### src/rtl/eorq_pkg.sv
// ----------------------------------------------------------------------------
// eorq_pkg
// Shared types and codes for the elevator order rank queue.
// ----------------------------------------------------------------------------
package eorq_pkg;

  localparam int unsigned FLOOR_W = 2;
  localparam int unsigned RANK_W  = 4;

  localparam logic [RANK_W-1:0] RANK_MAX = 4'd15;

  typedef enum logic [1:0] {
    MODE_PLACE     = 2'd0,
    MODE_CLEAR     = 2'd1,
    MODE_SCAN_UP   = 2'd2,
    MODE_SCAN_DOWN = 2'd3
  } mode_e;

  typedef enum logic [1:0] {
    BTN_UP   = 2'd0,
    BTN_DOWN = 2'd1,
    BTN_CAB  = 2'd2,
    BTN_NONE = 2'd3
  } button_e;

  typedef enum logic [1:0] {
    ST_IDLE   = 2'd0,
    ST_PRE    = 2'd1,
    ST_SWEEP  = 2'd2,
    ST_FINISH = 2'd3
  } state_e;

  typedef struct packed {
    logic [RANK_W-1:0] cab;
    logic [RANK_W-1:0] down;
    logic [RANK_W-1:0] up;
  } entry_t;

endpackage

### src/rtl/elevator_order_rank_queue.sv
// ----------------------------------------------------------------------------
// elevator_order_rank_queue: per-floor order ranks kept in one entry memory
// Each transaction is a read-modify-write sweep through the entry memory, one floor
// per cycle; a clear of an in-range floor first reads that floor's entry. A new
// transaction is taken only after the last result is loaded into the output register.
// Reset: per-entry valid bits clear at once, so all entries read as no order.
// ----------------------------------------------------------------------------
module elevator_order_rank_queue #(
  parameter int unsigned FLOORS = 4
) (
  input  logic                           clk_i,
  input  logic                           rst_ni,
  input  logic                           in_valid_i,
  output logic                           in_stall_o,
  input  logic [1:0]                     mode_i,
  input  logic [eorq_pkg::FLOOR_W-1:0]   floor_i,
  input  logic [1:0]                     button_i,
  input  logic [eorq_pkg::FLOOR_W-1:0]   current_floor_i,
  input  logic [eorq_pkg::FLOOR_W-1:0]   destination_floor_i,
  output logic                           out_valid_o,
  input  logic                           out_stall_i,
  output logic [eorq_pkg::FLOOR_W-1:0]   next_floor_o,
  output logic                           next_valid_o,
  output logic [eorq_pkg::FLOOR_W-1:0]   stop_floor_o,
  output logic [eorq_pkg::RANK_W-1:0]    active_count_o
);

  localparam int unsigned IDXW = (FLOORS > 1) ? $clog2(FLOORS) : 1;
  localparam int unsigned CW   = IDXW + eorq_pkg::FLOOR_W;
  localparam int unsigned RW   = eorq_pkg::RANK_W;

  eorq_pkg::state_e state_q, state_d;

  eorq_pkg::entry_t mem [FLOORS];
  logic [FLOORS-1:0] vld_q;
  eorq_pkg::entry_t  rdata_q;
  logic              rvld_q;
  logic [IDXW-1:0]   rd_addr;
  logic              wr_en;
  eorq_pkg::entry_t  wr_data;

  eorq_pkg::mode_e   mode_q;
  logic [CW-1:0]     floor_q, cur_q, dst_q;
  logic [1:0]        button_q;
  logic [IDXW-1:0]   idx_q, idx_d;
  eorq_pkg::entry_t  thr_q, thr_d;
  logic [RW-1:0]     count_q, count_d;
  logic [CW-1:0]     nf_q, nf_d, stop_q, stop_d;
  logic              nv_q, nv_d, found_q, found_d;

  logic              out_valid_q;
  logic [eorq_pkg::FLOOR_W-1:0] next_floor_q, stop_floor_q;
  logic              next_valid_q;
  logic [RW-1:0]     active_count_q;

  logic              in_fire;
  logic              out_free;
  logic              load_out;
  logic              last_idx;
  logic [CW-1:0]     floor_ext, idx_ext;
  eorq_pkg::entry_t  ent;
  logic [1:0]        removed;

  function automatic logic [RW-1:0] lower_rank(logic [RW-1:0] r, eorq_pkg::entry_t t);
    logic [1:0] dec;
    dec = {1'b0, (t.up != '0) && (t.up < r)}
        + {1'b0, (t.down != '0) && (t.down < r)}
        + {1'b0, (t.cab != '0) && (t.cab < r)};
    return (r == '0) ? r : r - {{(RW-2){1'b0}}, dec};
  endfunction

  assign in_stall_o = (state_q != eorq_pkg::ST_IDLE);
  assign in_fire    = in_valid_i && !in_stall_o;
  assign out_free   = !out_valid_q || !out_stall_i;
  assign floor_ext  = {{IDXW{1'b0}}, floor_i};
  assign idx_ext    = {{eorq_pkg::FLOOR_W{1'b0}}, idx_q};
  assign last_idx   = (idx_q == IDXW'(FLOORS - 1));
  assign ent        = rvld_q ? rdata_q : '0;
  assign removed    = {1'b0, ent.up != '0} + {1'b0, ent.down != '0}
                    + {1'b0, ent.cab != '0};

  always_comb begin
    state_d = state_q;
    case (state_q)
      eorq_pkg::ST_IDLE: begin
        if (in_fire) begin
          if ((mode_i == eorq_pkg::MODE_CLEAR) && (floor_ext < CW'(FLOORS))) begin
            state_d = eorq_pkg::ST_PRE;
          end else begin
            state_d = eorq_pkg::ST_SWEEP;
          end
        end
      end
      eorq_pkg::ST_PRE: begin
        state_d = eorq_pkg::ST_SWEEP;
      end
      eorq_pkg::ST_SWEEP: begin
        if (last_idx) begin
          state_d = eorq_pkg::ST_FINISH;
        end
      end
      eorq_pkg::ST_FINISH: begin
        if (out_free) begin
          state_d = eorq_pkg::ST_IDLE;
        end
      end
      default: state_d = eorq_pkg::ST_IDLE;
    endcase
  end

  always_comb begin
    rd_addr  = '0;
    wr_en    = 1'b0;
    wr_data  = ent;
    idx_d    = idx_q;
    thr_d    = thr_q;
    count_d  = count_q;
    nf_d     = nf_q;
    nv_d     = nv_q;
    stop_d   = stop_q;
    found_d  = found_q;
    load_out = 1'b0;
    case (state_q)
      eorq_pkg::ST_IDLE: begin
        thr_d   = '0;
        idx_d   = '0;
        nf_d    = '0;
        nv_d    = 1'b0;
        found_d = 1'b0;
        stop_d  = ((mode_i == eorq_pkg::MODE_SCAN_UP) ||
                   (mode_i == eorq_pkg::MODE_SCAN_DOWN)) ?
                  {{IDXW{1'b0}}, destination_floor_i} : '0;
        if (in_fire && (mode_i == eorq_pkg::MODE_CLEAR) && (floor_ext < CW'(FLOORS))) begin
          rd_addr = floor_ext[IDXW-1:0];
        end
      end
      eorq_pkg::ST_PRE: begin
        thr_d   = ent;
        count_d = (count_q >= {{(RW-2){1'b0}}, removed}) ?
                  count_q - {{(RW-2){1'b0}}, removed} : '0;
      end
      eorq_pkg::ST_SWEEP: begin
        wr_en = 1'b1;
        case (mode_q)
          eorq_pkg::MODE_PLACE: begin
            if ((idx_ext == floor_q) && (count_q < eorq_pkg::RANK_MAX)) begin
              case (button_q)
                eorq_pkg::BTN_UP: begin
                  if (ent.up == '0) begin
                    wr_data.up = count_q + 1'b1;
                    count_d    = count_q + 1'b1;
                  end
                end
                eorq_pkg::BTN_DOWN: begin
                  if (ent.down == '0) begin
                    wr_data.down = count_q + 1'b1;
                    count_d      = count_q + 1'b1;
                  end
                end
                eorq_pkg::BTN_CAB: begin
                  if (ent.cab == '0) begin
                    wr_data.cab = count_q + 1'b1;
                    count_d     = count_q + 1'b1;
                  end
                end
                default: wr_data = ent;
              endcase
            end
          end
          eorq_pkg::MODE_CLEAR: begin
            if (idx_ext == floor_q) begin
              wr_data = '0;
            end else begin
              wr_data.up   = lower_rank(ent.up, thr_q);
              wr_data.down = lower_rank(ent.down, thr_q);
              wr_data.cab  = lower_rank(ent.cab, thr_q);
            end
          end
          eorq_pkg::MODE_SCAN_UP: begin
            if (!found_q && (idx_ext > cur_q) && (idx_ext < dst_q) &&
                ((ent.up != '0) || (ent.cab != '0))) begin
              stop_d  = idx_ext;
              found_d = 1'b1;
            end
          end
          eorq_pkg::MODE_SCAN_DOWN: begin
            if ((idx_ext < cur_q) && (idx_ext > dst_q) &&
                ((ent.down != '0) || (ent.cab != '0))) begin
              stop_d = idx_ext;
            end
          end
          default: wr_data = ent;
        endcase
        if (!nv_q && ((wr_data.up == RW'(1)) || (wr_data.down == RW'(1)) ||
                      (wr_data.cab == RW'(1)))) begin
          nf_d = idx_ext;
          nv_d = 1'b1;
        end
        if (!last_idx) begin
          idx_d   = idx_q + 1'b1;
          rd_addr = idx_q + 1'b1;
        end
      end
      eorq_pkg::ST_FINISH: begin
        load_out = out_free;
      end
      default: load_out = 1'b0;
    endcase
  end

  always_ff @(posedge clk_i) begin
    if (wr_en) begin
      mem[idx_q] <= wr_data;
    end
    rdata_q <= mem[rd_addr];
  end

  always_ff @(posedge clk_i or negedge rst_ni) begin
    if (!rst_ni) begin
      vld_q  <= '0;
      rvld_q <= 1'b0;
    end else begin
      rvld_q <= vld_q[rd_addr];
      if (wr_en) begin
        vld_q[idx_q] <= 1'b1;
      end
    end
  end

  always_ff @(posedge clk_i or negedge rst_ni) begin
    if (!rst_ni) begin
      state_q     <= eorq_pkg::ST_IDLE;
      count_q     <= '0;
      out_valid_q <= 1'b0;
    end else begin
      state_q <= state_d;
      count_q <= count_d;
      if (load_out) begin
        out_valid_q <= 1'b1;
      end else if (!out_stall_i) begin
        out_valid_q <= 1'b0;
      end
    end
  end

  always_ff @(posedge clk_i) begin
    if (in_fire) begin
      mode_q   <= eorq_pkg::mode_e'(mode_i);
      floor_q  <= {{IDXW{1'b0}}, floor_i};
      button_q <= button_i;
      cur_q    <= {{IDXW{1'b0}}, current_floor_i};
      dst_q    <= {{IDXW{1'b0}}, destination_floor_i};
    end
    idx_q   <= idx_d;
    thr_q   <= thr_d;
    nf_q    <= nf_d;
    nv_q    <= nv_d;
    stop_q  <= stop_d;
    found_q <= found_d;
    if (load_out) begin
      next_floor_q   <= nf_q[eorq_pkg::FLOOR_W-1:0];
      next_valid_q   <= nv_q;
      stop_floor_q   <= stop_q[eorq_pkg::FLOOR_W-1:0];
      active_count_q <= count_q;
    end
  end

  assign out_valid_o    = out_valid_q;
  assign next_floor_o   = next_floor_q;
  assign next_valid_o   = next_valid_q;
  assign stop_floor_o   = stop_floor_q;
  assign active_count_o = active_count_q;

endmodule

### config.mk
export PLATFORM = sky130hd
export DESIGN_NAME = elevator_order_rank_queue
export DESIGN_NICKNAME = d
export VERILOG_FILES = /design/src/rtl/eorq_pkg.sv /design/src/rtl/elevator_order_rank_queue.sv
export SDC_FILE = /design/constraint.sdc
export NUM_CORES = 1
export LEC_CHECK = 0
export BUFFER_PORTS_ARGS = -buffer_cell sky130_fd_sc_hd__buf_2
export CORE_MARGIN = 2
export CORE_UTILIZATION = 60
export DETAILED_ROUTE_END_ITERATION = 6
export PLACE_DENSITY = 0.88
export REMOVE_ABC_BUFFERS = 1
export SLEW_MARGIN = 20
export SYNTH_ARGS = -nofsm -noshare
export SYNTH_HDL_FRONTEND = slang
export SYNTH_SLANG_ARGS = --single-unit
### constraint.sdc
create_clock -name clk_i -period 6.25 [get_ports clk_i]
set_clock_uncertainty 0.15 [all_clocks]
set_input_delay 0.3125 -clock clk_i [delete_from_list [all_inputs] [get_ports clk_i]]
set_output_delay 0.3125 -clock clk_i [all_outputs]
set_load 0.02 [all_outputs]
==> summary.md <==
| Metric | Value |
|---|---|
| Ys Warns | 0 |
| Number of global-route vias before repair | 4468 |
| Worst setup EP type | flip-flop |
| Area leader, netlist | edfxtp_1 |
| Run status | completed |
| Fraction of registers with async set/reset | 10.8% |
| Clk buf depth | 2 |
| Crit path launch | rvld_q |
| Via count | 4543 |
| Cell variety after synth | 70 |
| Placeable Area | 10100 µm² |
| Ant diodes | 0 |
| Reg2reg start | rvld_q |
| Area growth from synthesis to layout | 8.87% |
| Post-synth EDFFs | 87 |
| Tmin final | 5250 ps |
| Vias per cell | 6.38 |
| Util after Layout | 66.4% |
| Final #Nets | 645 |
| CTS buffer count | 9 |
| Max cap viols | 0 |
| GRT Total Usage | 27.0% |
| DR pass1 iterations | 5 |
| Total wire length | 14400 µm |
| Post-synth top cells | edfxtp_1 (87), nand2_1 (59), ha_1 (49), o21ai_0 (33), inv_1 (28) |
| Initial Util | 61.0% |
| Die Area | 11100 µm² |
| Std cell rows | 37 |
| Sequential area share after synthesis | 51.0% |
| Critical path fanouts, max | 23 |
| Critical Path AT | 5190 ps |
| Crit path launch type | flip-flop |
| Final hold viol count | 0 |
| Syn Inst Count | 539 |
| # DRC | 0 |
| Clock transition at the registers of the reported paths | 120 ps |
| PortBufs | 24 |
| Final hold slack | 197 ps |
| Root Buffer | clkbuf_8 |
| Worst Hold Class | input port to asynchronous set/reset pin |
| Drt wl/cell | 20.2 µm |
| Starting DRT DRC Count | 426 |
| GPL Wtd Cong | 0.950 |
| Setup bufs post-CTS | 0 |
| First-pass GRT wire length | 23000 µm |
| Most frequent cell after synthesis | edfxtp_1 |
| Die width | 105 µm |
| Total gr overflow | 0 |
| Largest net degree at the start of global routing | 46 |
| Resize count post-CTS | 0 |
| Worst-Margin Slew | 1020 ps |
| Slew Viols, Final | 0 |
| R2R setup slack | 1000 ps |
| Post-synthesis sequential element count | 111 |
| Post-route setup TNS | 0 ps |
| Post-synth top area share | 42.3% |
| Fmax | 0.190 GHz |
| CTS tree | yes |
| Die Ht | 105 µm |
| Kind of critical path | flip-flop to flip-flop |
| Main synth FF type | edfxtp_1 |
| Dpl hpwl | 10500 µm |
| Level count of the clock H-tree | 3 |
| Share of layout cells above drive strength 1 | 12.0% |
| Mapped cell area | 6180 µm² |
| Final worst-path cycle share | 84.0% |
| Num ports | 25 |
| Cts hold-fix bufs | 11 |
| Synth area leaders | edfxtp_1 (42%), ha_1 (9.9%), dfrtp_1 (4.9%) |
| Most used cell, CP | fa_1 |
| CP max-delay cell | dfrtp_1 |
| Number of routed nets with antenna violations | 0 |
| Worst EP required | 6190 ps |
| Relative slew slack | 31.5% |
| Crit-path max cell delay | 800 ps |
| Crit path cell chain | nand2_1, ha_1, o21a_1, o21ai_0, nand2b_1, a211oi_1, ha_1, fa_1, fa_1, fa_1, xor2_1, nor2_1, a41o_2, a31oi_1, a211o_1 |
| CTS sink cnt | 111 |
| RSZ-0062 raised after global routing | false |
| Clock Latency Late Sink | 380 ps |
| Antenna violations before repair | 0 |
| Mapped Avg Cell Area | 11.5 µm² |
| Setup-failing EPs final | 0 |
-- final timing paths --
kind	cells after the start	end
worst min register to register	0	next_floor_o[0]
worst max-delay path	15	nf_q[1]
min in group clk_i	4	state_q[1]
worst max register to register	15	nf_q[1]
max in group asynchronous	2	rvld_q
worst min-delay path	2	vld_q[0]
-- through the flow --
stage	cell area, µm²	setup WS, ps	instances
after floorplan	6080	1420	520
after global placement	6400	1270	684
after detailed placement	6400	1060	684
after CTS	6720	1050	711
after global routing	6730	668	712
final	6730	999	712
-- logic make-up (layout without fill, tap and decap cells) --
logic type / after synthesis / in the layout / share of synthesized area [%]
compound gates: 147 / 147 / 16.6
xor+xnor: 4 / 4 / 0.567
fa+ha+maj: 60 / 60 / 13.5
buf+inv: 49 / 86 / 3.38
flops: 111 / 111 / 51.0
mux: 1 / 1 / 0.182
simple gates: 167 / 167 / 14.7
-- area by class of cell --
cell class                      count  area [µm²]
Timing Repair Buffer               40         270
Fill cell                         721        3410
Clock inverter                      7        80.1
Sequential cell                   111        3150
Multi-Input combinational cell    379        2820
Inverter                           30         113
Tap cell                          136         170
Clock buffer                        9         124
-- cell usage in the layout, fill, tap and decap left out, drive strengths merged, types with 16 or more instances in the layout --
cell / count
a211oi: 27
edfxtp: 87
nand2: 59
and2: 20
buf: 28
a21oi: 19
inv: 34
nor2: 16
ha: 49
o21ai: 33
-- routing by layer --
| metal | track usage [%] | up-vias | wire, µm |
|---|---|---|---|
| li1 | - | 2082 | - |
| met1 | 35.8 | 2171 | 5640 |
| met2 | 44.3 | 246 | 6950 |
| met3 | 4.95 | 44 | 1330 |
| met4 | 10.3 | 0 | 434 |
| met5 | 0 | - | 0 |
-- flip-flops by register name, summed over array words and instances, names as in the netlist, 4 cells and up --
name / cells
count_q: 4
vld_q: 4
active_count_o: 4
rdata_q: 12
thr_q: 12
mem: 48
-- critical path, delay by kind of cell, from the launching register on --
kind | cells | cell delay (ps)
AO/OA/AOI/OAI | 6 | 1300
XOR/XNOR | 1 | 170
adder cells (fa/ha/maj) | 5 | 1960
flip-flops | 1 | 800
AND/OR/NAND/NOR | 3 | 560
Power is not shown: default switching activity piles up to over one toggle a cycle in this logic, so the estimate is an artifact.
